==> src/rtl/plist_pkg.sv <==
// Package: shared types and codes for the positional list engine.
`timescale 1ns / 1ps
package plist_pkg;

  typedef enum logic [1:0] {
    KIND_INSERT = 2'd0,
    KIND_REMOVE = 2'd1,
    KIND_READ   = 2'd2,
    KIND_FIND   = 2'd3
  } kind_e;

  typedef enum logic [1:0] {
    ST_OK       = 2'd0,
    ST_RANGE    = 2'd1,
    ST_FULL     = 2'd2,
    ST_NOTFOUND = 2'd3
  } status_e;

  typedef enum logic [2:0] {
    S_IDLE,
    S_CHK,
    S_RD,
    S_WR,
    S_PUT,
    S_DONE
  } state_e;

  localparam int unsigned PosW  = 7;
  localparam int unsigned ValW  = 32;
  localparam int unsigned LenW  = 7;

  typedef struct packed {
    logic load;
    logic rd;
    logic wr;
    logic put;
    logic finish;
  } cmd_t;

  typedef struct packed {
    kind_e kind;
    logic  refused;
    logic  empty;
    logic  last;
    logic  match;
  } stat_t;

endpackage

==> src/rtl/plist_ctrl.sv <==
// Controller: sequences load, memory sweep and result transfer.
`timescale 1ns / 1ps
module plist_ctrl (
  input  logic             clk_i,
  input  logic             rst_ni,
  input  logic             in_valid_i,
  input  logic             out_busy_i,
  input  plist_pkg::stat_t stat_i,
  output logic             in_ready_o,
  output plist_pkg::cmd_t  cmd_o
);

  plist_pkg::state_e state_q, state_d;

  always_ff @(posedge clk_i or negedge rst_ni) begin
    if (!rst_ni) begin
      state_q <= plist_pkg::S_IDLE;
    end else begin
      state_q <= state_d;
    end
  end

  always_comb begin
    state_d    = state_q;
    cmd_o      = '0;
    in_ready_o = 1'b0;
    unique case (state_q)
      plist_pkg::S_IDLE: begin
        in_ready_o = !out_busy_i;
        if (in_valid_i && !out_busy_i) begin
          cmd_o.load = 1'b1;
          state_d    = plist_pkg::S_CHK;
        end
      end
      plist_pkg::S_CHK: begin
        priority if (stat_i.refused) begin
          state_d = plist_pkg::S_DONE;
        end else if (stat_i.empty && stat_i.kind == plist_pkg::KIND_INSERT) begin
          state_d = plist_pkg::S_PUT;
        end else if (stat_i.empty) begin
          state_d = plist_pkg::S_DONE;
        end else begin
          state_d = plist_pkg::S_RD;
        end
      end
      plist_pkg::S_RD: begin
        cmd_o.rd = 1'b1;
        state_d  = plist_pkg::S_WR;
      end
      plist_pkg::S_WR: begin
        cmd_o.wr = 1'b1;
        priority if (stat_i.kind == plist_pkg::KIND_INSERT && stat_i.last) begin
          state_d = plist_pkg::S_PUT;
        end else if (stat_i.last ||
                     (stat_i.kind == plist_pkg::KIND_FIND && stat_i.match)) begin
          state_d = plist_pkg::S_DONE;
        end else begin
          state_d = plist_pkg::S_RD;
        end
      end
      plist_pkg::S_PUT: begin
        cmd_o.put = 1'b1;
        state_d   = plist_pkg::S_DONE;
      end
      plist_pkg::S_DONE: begin
        cmd_o.finish = 1'b1;
        state_d      = plist_pkg::S_IDLE;
      end
      default: state_d = plist_pkg::S_IDLE;
    endcase
  end

  assert property (@(posedge clk_i) disable iff (!rst_ni)
    in_ready_o |-> state_q == plist_pkg::S_IDLE)
    else $error("ready outside idle");

  assert property (@(posedge clk_i) disable iff (!rst_ni)
    cmd_o.rd |=> cmd_o.wr)
    else $error("read not followed by write step");

endmodule

==> src/rtl/plist_dp.sv <==
// Datapath: list memory, count, sweep index and result register.
`timescale 1ns / 1ps
module plist_dp #(
  parameter int unsigned DEPTH = 64
) (
  input  logic                      clk_i,
  input  logic                      rst_ni,
  input  plist_pkg::cmd_t           cmd_i,
  output plist_pkg::stat_t          stat_o,
  input  logic [1:0]                kind_i,
  input  logic [plist_pkg::PosW-1:0] pos_i,
  input  logic [plist_pkg::ValW-1:0] val_i,
  input  logic                      out_ready_i,
  output logic                      out_busy_o,
  output logic                      out_valid_o,
  output logic [1:0]                status_o,
  output logic [plist_pkg::ValW-1:0] value_out_o,
  output logic [plist_pkg::LenW-1:0] found_o,
  output logic [plist_pkg::LenW-1:0] len_o
);

  localparam int unsigned CW = $clog2(DEPTH + 1);
  localparam int unsigned AW = (DEPTH > 1) ? $clog2(DEPTH) : 1;
  localparam int unsigned XW = ((CW > plist_pkg::PosW) ? CW : plist_pkg::PosW) + 1;

  logic [plist_pkg::ValW-1:0] mem [DEPTH];

  plist_pkg::kind_e           kind_q;
  plist_pkg::status_e         st_q, st_d;
  logic [plist_pkg::PosW-1:0] pos_q;
  logic [plist_pkg::ValW-1:0] val_q, rdata_q, vout_q;
  logic [CW-1:0]              idx_q, count_q, idx_init;
  logic [XW-1:0]              found_q;
  logic [XW-1:0]              pos_x, cnt_x, idx_x, pin_x;
  logic [CW-1:0]              rd_idx, wr_idx;
  logic                       wr_en;
  logic [plist_pkg::ValW-1:0] wr_data;
  logic                       out_valid_q;
  logic [1:0]                 o_status_q;
  logic [plist_pkg::ValW-1:0] o_value_q;
  logic [plist_pkg::LenW-1:0] o_found_q, o_len_q;

  always_comb begin
    pos_x = XW'(pos_q);
    cnt_x = XW'(count_q);
    idx_x = XW'(idx_q);
    pin_x = XW'(pos_i);
  end

  always_comb begin
    st_d     = plist_pkg::ST_OK;
    idx_init = '0;
    unique case (plist_pkg::kind_e'(kind_i))
      plist_pkg::KIND_INSERT: begin
        idx_init = count_q;
        priority if (pin_x == '0 || pin_x > cnt_x + XW'(1)) begin
          st_d = plist_pkg::ST_RANGE;
        end else if (cnt_x >= XW'(DEPTH)) begin
          st_d = plist_pkg::ST_FULL;
        end else begin
          st_d = plist_pkg::ST_OK;
        end
      end
      plist_pkg::KIND_REMOVE, plist_pkg::KIND_READ: begin
        idx_init = CW'(pin_x - XW'(1));
        if (pin_x == '0 || pin_x > cnt_x) begin
          st_d = plist_pkg::ST_RANGE;
        end
      end
      plist_pkg::KIND_FIND: begin
        st_d = plist_pkg::ST_NOTFOUND;
      end
      default: st_d = plist_pkg::ST_RANGE;
    endcase
  end

  always_comb begin
    stat_o.kind    = kind_q;
    stat_o.refused = (st_q == plist_pkg::ST_RANGE) || (st_q == plist_pkg::ST_FULL);
    stat_o.match   = (rdata_q == val_q);
    stat_o.empty   = 1'b0;
    stat_o.last    = 1'b1;
    unique case (kind_q)
      plist_pkg::KIND_INSERT: begin
        stat_o.empty = cnt_x < pos_x;
        stat_o.last  = idx_x <= pos_x;
      end
      plist_pkg::KIND_REMOVE: stat_o.last = idx_x + XW'(1) >= cnt_x;
      plist_pkg::KIND_READ:   stat_o.last = 1'b1;
      plist_pkg::KIND_FIND: begin
        stat_o.empty = count_q == '0;
        stat_o.last  = idx_x + XW'(1) >= cnt_x;
      end
      default: stat_o.last = 1'b1;
    endcase
  end

  always_comb begin
    rd_idx  = (kind_q == plist_pkg::KIND_INSERT) ? idx_q - CW'(1) : idx_q;
    wr_en   = 1'b0;
    wr_idx  = idx_q;
    wr_data = rdata_q;
    if (cmd_i.put) begin
      wr_en   = 1'b1;
      wr_idx  = CW'(pos_x - XW'(1));
      wr_data = val_q;
    end else if (cmd_i.wr && kind_q == plist_pkg::KIND_INSERT) begin
      wr_en = 1'b1;
    end else if (cmd_i.wr && kind_q == plist_pkg::KIND_REMOVE &&
                 idx_x != pos_x - XW'(1)) begin
      wr_en  = 1'b1;
      wr_idx = idx_q - CW'(1);
    end
  end

  always_ff @(posedge clk_i) begin
    if (wr_en) begin
      mem[wr_idx[AW-1:0]] <= wr_data;
    end
    if (cmd_i.rd) begin
      rdata_q <= mem[rd_idx[AW-1:0]];
    end
  end

  always_ff @(posedge clk_i) begin
    if (cmd_i.load) begin
      kind_q  <= plist_pkg::kind_e'(kind_i);
      pos_q   <= pos_i;
      val_q   <= val_i;
      idx_q   <= idx_init;
      st_q    <= st_d;
      vout_q  <= '0;
      found_q <= '0;
    end else if (cmd_i.wr) begin
      unique case (kind_q)
        plist_pkg::KIND_INSERT: idx_q <= idx_q - CW'(1);
        plist_pkg::KIND_REMOVE: begin
          if (idx_x == pos_x - XW'(1)) begin
            vout_q <= rdata_q;
          end
          idx_q <= idx_q + CW'(1);
        end
        plist_pkg::KIND_READ: vout_q <= rdata_q;
        plist_pkg::KIND_FIND: begin
          if (rdata_q == val_q) begin
            found_q <= idx_x + XW'(1);
            st_q    <= plist_pkg::ST_OK;
          end else begin
            idx_q <= idx_q + CW'(1);
          end
        end
        default: idx_q <= idx_q;
      endcase
    end
  end

  always_ff @(posedge clk_i or negedge rst_ni) begin
    if (!rst_ni) begin
      count_q <= '0;
    end else if (cmd_i.put) begin
      count_q <= count_q + CW'(1);
    end else if (cmd_i.wr && kind_q == plist_pkg::KIND_REMOVE && stat_o.last) begin
      count_q <= count_q - CW'(1);
    end
  end

  always_ff @(posedge clk_i or negedge rst_ni) begin
    if (!rst_ni) begin
      out_valid_q <= 1'b0;
    end else if (cmd_i.finish) begin
      out_valid_q <= 1'b1;
    end else if (out_ready_i) begin
      out_valid_q <= 1'b0;
    end
  end

  always_ff @(posedge clk_i) begin
    if (cmd_i.finish) begin
      o_status_q <= st_q;
      o_value_q  <= vout_q;
      o_found_q  <= found_q[plist_pkg::LenW-1:0];
      o_len_q    <= cnt_x[plist_pkg::LenW-1:0];
    end
  end

  assign out_busy_o  = out_valid_q && !out_ready_i;
  assign out_valid_o = out_valid_q;
  assign status_o    = o_status_q;
  assign value_out_o = o_value_q;
  assign found_o     = o_found_q;
  assign len_o       = o_len_q;

  assert property (@(posedge clk_i) disable iff (!rst_ni)
    cnt_x <= XW'(DEPTH))
    else $error("count above depth");

  assert property (@(posedge clk_i) disable iff (!rst_ni)
    cmd_i.finish |-> !out_valid_q)
    else $error("result register overwritten");

  assert property (@(posedge clk_i) disable iff (!rst_ni)
    count_q == $past(count_q) || count_q == $past(count_q) + CW'(1) ||
    count_q == $past(count_q) - CW'(1))
    else $error("count stepped by more than one");

endmodule

==> src/rtl/positional_list_engine.sv <==
// Top level: ordered list engine with stream request and result channels.
// A read fetches one entry; a refused request skips the memory; a find scans entries
// until a match; insert shifts entries up; remove shifts entries from position to end.
// Throughput: one request in flight; the next transfer is taken once the result is
// registered and the output is free; the single-port list memory sweep sets the rate.
// Reset: asynchronous, active low; empties the list; memory contents are kept.
`timescale 1ns / 1ps
module positional_list_engine #(
  parameter int unsigned DEPTH = 64
) (
  input  logic        clk_i,
  input  logic        rst_ni,
  input  logic        s_axis_tvalid,
  output logic        s_axis_tready,
  input  logic [39:0] s_axis_tdata,  // position[6:0], value[38:7], zero pad
  input  logic [1:0]  s_axis_tuser,  // kind[1:0]
  output logic        m_axis_tvalid,
  input  logic        m_axis_tready,
  output logic [47:0] m_axis_tdata   // status, value_out, found_position, list_length
);

  plist_pkg::cmd_t  cmd;
  plist_pkg::stat_t stat;
  logic             out_busy;
  logic [1:0]       status;
  logic [31:0]      value_out;
  logic [6:0]       found_position, list_length;

  plist_ctrl u_ctrl (
    .clk_i      (clk_i),
    .rst_ni     (rst_ni),
    .in_valid_i (s_axis_tvalid),
    .out_busy_i (out_busy),
    .stat_i     (stat),
    .in_ready_o (s_axis_tready),
    .cmd_o      (cmd)
  );

  plist_dp #(.DEPTH(DEPTH)) u_dp (
    .clk_i       (clk_i),
    .rst_ni      (rst_ni),
    .cmd_i       (cmd),
    .stat_o      (stat),
    .kind_i      (s_axis_tuser),
    .pos_i       (s_axis_tdata[6:0]),
    .val_i       (s_axis_tdata[38:7]),
    .out_ready_i (m_axis_tready),
    .out_busy_o  (out_busy),
    .out_valid_o (m_axis_tvalid),
    .status_o    (status),
    .value_out_o (value_out),
    .found_o     (found_position),
    .len_o       (list_length)
  );

  assign m_axis_tdata = {list_length, found_position, value_out, status};

endmodule

==> config.mk <==
export PLATFORM = sky130hd
export DESIGN_NAME = positional_list_engine
export DESIGN_NICKNAME = d
export VERILOG_FILES = /design/src/rtl/plist_pkg.sv /design/src/rtl/plist_ctrl.sv /design/src/rtl/plist_dp.sv /design/src/rtl/positional_list_engine.sv
export SDC_FILE = /design/constraint.sdc
export NUM_CORES = 2
export LEC_CHECK = 0
export BUFFER_PORTS_ARGS = -buffer_cell sky130_fd_sc_hd__buf_4
export CAP_MARGIN = 40
export CELL_PAD_IN_SITES_DETAIL_PLACEMENT = 1
export CELL_PAD_IN_SITES_GLOBAL_PLACEMENT = 1
export CORE_MARGIN = 4
export CORE_UTILIZATION = 56
export DETAILED_ROUTE_END_ITERATION = 12
export HOLD_SLACK_MARGIN = 0.1
export MAX_ROUTING_LAYER = met4
export PLACE_DENSITY = 0.83
export SKIP_CTS_REPAIR_TIMING = 1
export SLEW_MARGIN = 25
export SYNTH_ARGS = -nofsm -noshare
export SYNTH_HDL_FRONTEND = slang
export SYNTH_SLANG_ARGS = --single-unit
==> constraint.sdc <==
create_clock -name clk_i -period 5.2 [get_ports clk_i]
set_clock_uncertainty 0.2 [all_clocks]
set_input_delay 0.52 -clock clk_i [delete_from_list [all_inputs] [get_ports clk_i]]
set_output_delay 0.52 -clock clk_i [all_outputs]
set_load 0.02 [all_outputs]
==> results.py <==
metrics = {
    "synth": {
        "syn_avg_cell_area_sq_um": 22.9,
        "syn_area_sq_um": 86800,
        "async_flop_share": 0.00494,
        "synth_cell_type_count": 69,
        "synth_edf_count": 2178,
        "synthCells": 3791,
        "synth_compound_area_frac": 0.0100,
        "synth-simple-area-share": 0.0190,
        "synth.area.mux_share": 0.178,
        "yosys_warnings": 0,
        "synth_top_family_by_area": "multiplexers",
        "ys_seq_area_frac": 0.766,
        "synth_seq_cells": 2228,
        "synth_ff_type": "edfxtp_1",
        "synthAdderAreaFrac": 0.00773,
        "synthesis.nets": 3890,
        "synth_xor_area_frac": 0.00813,
    },
    "pwr": {
        "seqPwrFrac": 0.403,
        "p_clk_frac": 0.282,
        "swShare": 0.331,
        "power_density_nw_per_um2": 585,
        "leakagePower_nw": 31.9,
        "p_comb_frac": 0.315,
        "p_int_mw": 39.1,
        "ir_drop_uv": 485,
        "p_sw_mw": 19.3,
    },
    "global_route": {
        "first_global_vias": 47988,
        "grt.overflow.total": 0,
        "grt_usage": 0.364,
        "grt_antenna_before_repair": 18,
        "grt_pass1_wl_um": 393000,
        "grt_max_degree": 81,
    },
    "worst_setup_path": {
        "slowest_stage": "nand3_2",
        "crit_path_max_fanout": 19,
        "required_ps": 5450,
        "cpPeakStageDelay_ps": 660,
        "crit_chain": "inv_1 > ha_1 > or3b_2 > o22ai_1 > o31ai_1 > o31ai_2 > mux2_2 > mux2i_4 > nand3_2 > nor2_4 > buf_4",
        "cp_top_family": "simple AND/OR/NAND/NOR gates",
        "crit_buf_inv": 2,
        "crit_arrival_ps": 5360,
        "worst_setup_path_start_kind": "register",
        "critPathKind": "register to register",
        "end_kind": "register",
    },
    "timing": {
        "timing.final.crit_period_ps": 5100,
        "rsz0062_at_grt": "false",
        "setup_viol": 0,
        "maxSlewViolCount": 0,
        "fin_hold_ws_ps": 111,
        "fin_tns_setup_ps": 0,
        "min_period_over_period": 0.981,
        "max-slew-margin-rel": 0.369,
        "finalHoldViolCount": 0,
        "fmax_mhz": 196,
        "worst_pin_slew_ps": 946,
    },
    "route": {
        "via_count": 47819,
        "drc": 0,
        "via_per_inst": 7.44,
        "drt-total-wl_um": 295000,
        "dr.pass1.iters": 6,
        "drt_iter0_drc": 8938,
        "ant_nets": 0,
        "routedWlPerCell_um": 45.9,
    },
    "floorplan": {
        "rows": 144,
        "die_x_um": 402,
        "dieArea_sq_um": 161000,
        "core_area_sq_um": 154000,
        "die_y_um": 402,
        "io_pins": 96,
        "initial_core_util": 0.563,
    },
    "finish": {
        "multi_input_area_sq_um": 20000,
        "fin_nets": 4284,
        "syn2layout_area_growth_pct": 15.1,
        "drive_gt1_frac": 0.320,
        "num-fill-cells": 11981,
        "seq_area_sq_um": 66500,
    },
    "run": {
        "drv_cap": 0,
    },
    "min_path": {
        "hold_class": "input port to register",
    },
    "clock_network": {
        "cts_buffer_depth": 3,
        "cts_tree": "done",
        "clkLatencyLatePin_ps": 900,
        "root_buffer": "clkbuf_16",
        "clock-sinks": 2228,
        "htree_levels": 4,
        "path_clk_slew_ps": 70,
        "cts_made_buffers": 209,
    },
    "placed_design": {
        "place_hpwl_um": 144000,
        "port_buffers": 94,
        "gp_congestion": 0.829,
    },
    "outcome": {
        "outcome": "complete, no violations",
    },
}
==> cells in the final DEF, fill, tap and decap left out, types with 9 or more instances in the layout <==
cell and n:
nand3_1 23, dfrtp_1 11, bufinv_16 29, dfxtp_1 39, nor2_1 55, o21ai_0 23
o22ai_1 9, nand2b_1 9, buf_4 254, nand2_1 139, a21oi_1 22, clkbuf_16 212
edfxtp_1 2178, clkinvlp_4 14, dlygate4sd3_1 44, diode_2 13, xnor2_1 29, a211oi_1 18
clkinv_1 39, mux4_2 652, mux2i_1 67, nor3_1 10, clkbuf_1 35, clkinv_2 47
inv_1 32, and2_1 13, xor2_1 38, ha_1 52, nor2_4 65, buf_12 58
==> tightest hold or removal path, cell delays in order <==
cell and delay, ps:
buf_4 130, and4b_4 310, nor2_1 150
==> state kept, by name, indices dropped and copies added (netlist names), 3 cells and up <==
| signal | count |
|---|---|
| u_ctrl.state_q | 3 |
| u_dp.count_q | 7 |
| u_dp.found_o | 7 |
| u_dp.found_q | 7 |
| u_dp.idx_q | 7 |
| u_dp.len_o | 7 |
| u_dp.mem | 2048 |
| u_dp.pos_q | 7 |
| u_dp.rdata_q | 32 |
| u_dp.val_q | 32 |
| u_dp.value_out_o | 32 |
| u_dp.vout_q | 32 |
==> synthesized netlist by cell type, drive strengths merged, types with 3 or more instances <==
library cell,instances,area (sq um)
edfxtp,2178,65400
mux4,652,14700
nand2,145,544
nor2,120,450
buf,114,589
mux2i,69,707
clkbuf,65,244
ha,52,651
xor2,41,359
dfxtp,39,781
inv,35,131
xnor2,33,323
nand3,31,195
o21ai,24,120
a21oi,22,110
a211oi,18,135
and2,14,87.6
nor3,12,70.1
dfrtp,11,275
nand2b,9,56.3
o22ai,9,56.3
nor4,8,50.1
o21a,8,60.1
a21o,7,52.6
a31oi,7,43.8
a22oi,6,45.0
a311oi,6,52.6
mux2,6,67.6
nand4,6,37.5
nor2b,4,25.0
o31ai,4,35.0
or3,4,25.0
o21bai,3,22.5
or4,3,26.3
==> layer usage <==
metal / global-route usage / vias up / wire length, um
met1: 0.454 / 24675 / 93900
met3: 0.108 / 1073 / 42200
met2: 0.556 / 5247 / 141000
met4: 0.174 / 0 / 18300
met5: - / - / 0
li1: - / 16824 / -
==> path summary, 6_finish.rpt <==
check / from / endpoint / slack, ps / cells after the start
max in group asynchronous: rst_ni / u_dp.count_q[1] / 3740 / 3
hold reg to reg: u_dp.vout_q[7] / u_dp.value_out_o[7] / 220 / 0
min in group asynchronous: rst_ni / u_dp.out_valid_o / 590 / 3
setup reg to reg: u_dp.pos_q[0] / u_dp.mem[14][4] / 100 / 11
setup / recovery: u_dp.pos_q[0] / u_dp.mem[14][4] / 100 / 11
hold / removal: s_axis_tvalid / u_dp.found_q[4] / 110 / 3
==> layout make-up <==
type,instances,area share
inverters,35,0.00132
flip-flops and latches,2228,0.665
diodes,13,0.000326
well taps,2044,0.0256
repair buffers,362,0.0365
clock buffers,249,0.0547
clock inverters,145,0.0164
multi-input cells,1349,0.200
==> cells by family (layout without fill, tap and decap cells) <==
| group | after synthesis | in the layout |
|---|---|---|
| compound gates | 129 | 129 |
| xor+xnor | 75 | 75 |
| fa+ha+maj | 53 | 53 |
| buf+inv | 214 | 791 |
| flops | 2228 | 2228 |
| mux | 727 | 727 |
| other cells | 0 | 13 |
| simple gates | 365 | 365 |
==> power by group through the flow <==
stage	logic (mW)	clock network, mW	registers [mW]
after global placement	16.1	0	23.8
after floorplan	11.0	0	23.7
after global routing	19.0	17.2	23.6
after CTS	17.8	16.3	23.5
final	18.4	16.5	23.6
after detailed placement	17.0	0	23.8
==> through the flow <==
| step | cell area, sq um | setup slack, ps | util | power (mW) | instances |
|---|---|---|---|---|---|
| floorplan | 86800 | 597 | - | 34.7 | 3791 |
| global placement | 92100 | 652 | 0.598 | 39.9 | 5963 |
| detailed placement | 92300 | 434 | 0.599 | 40.8 | 5972 |
| CTS | 99400 | 209 | 0.645 | 57.6 | 6366 |
| global route | 99900 | 10.8 | 0.648 | 59.8 | 6424 |
| finish | 99900 | 96.6 | 0.648 | 58.5 | 6425 |
No activity file was read; power rests on OpenSTA's default activity.
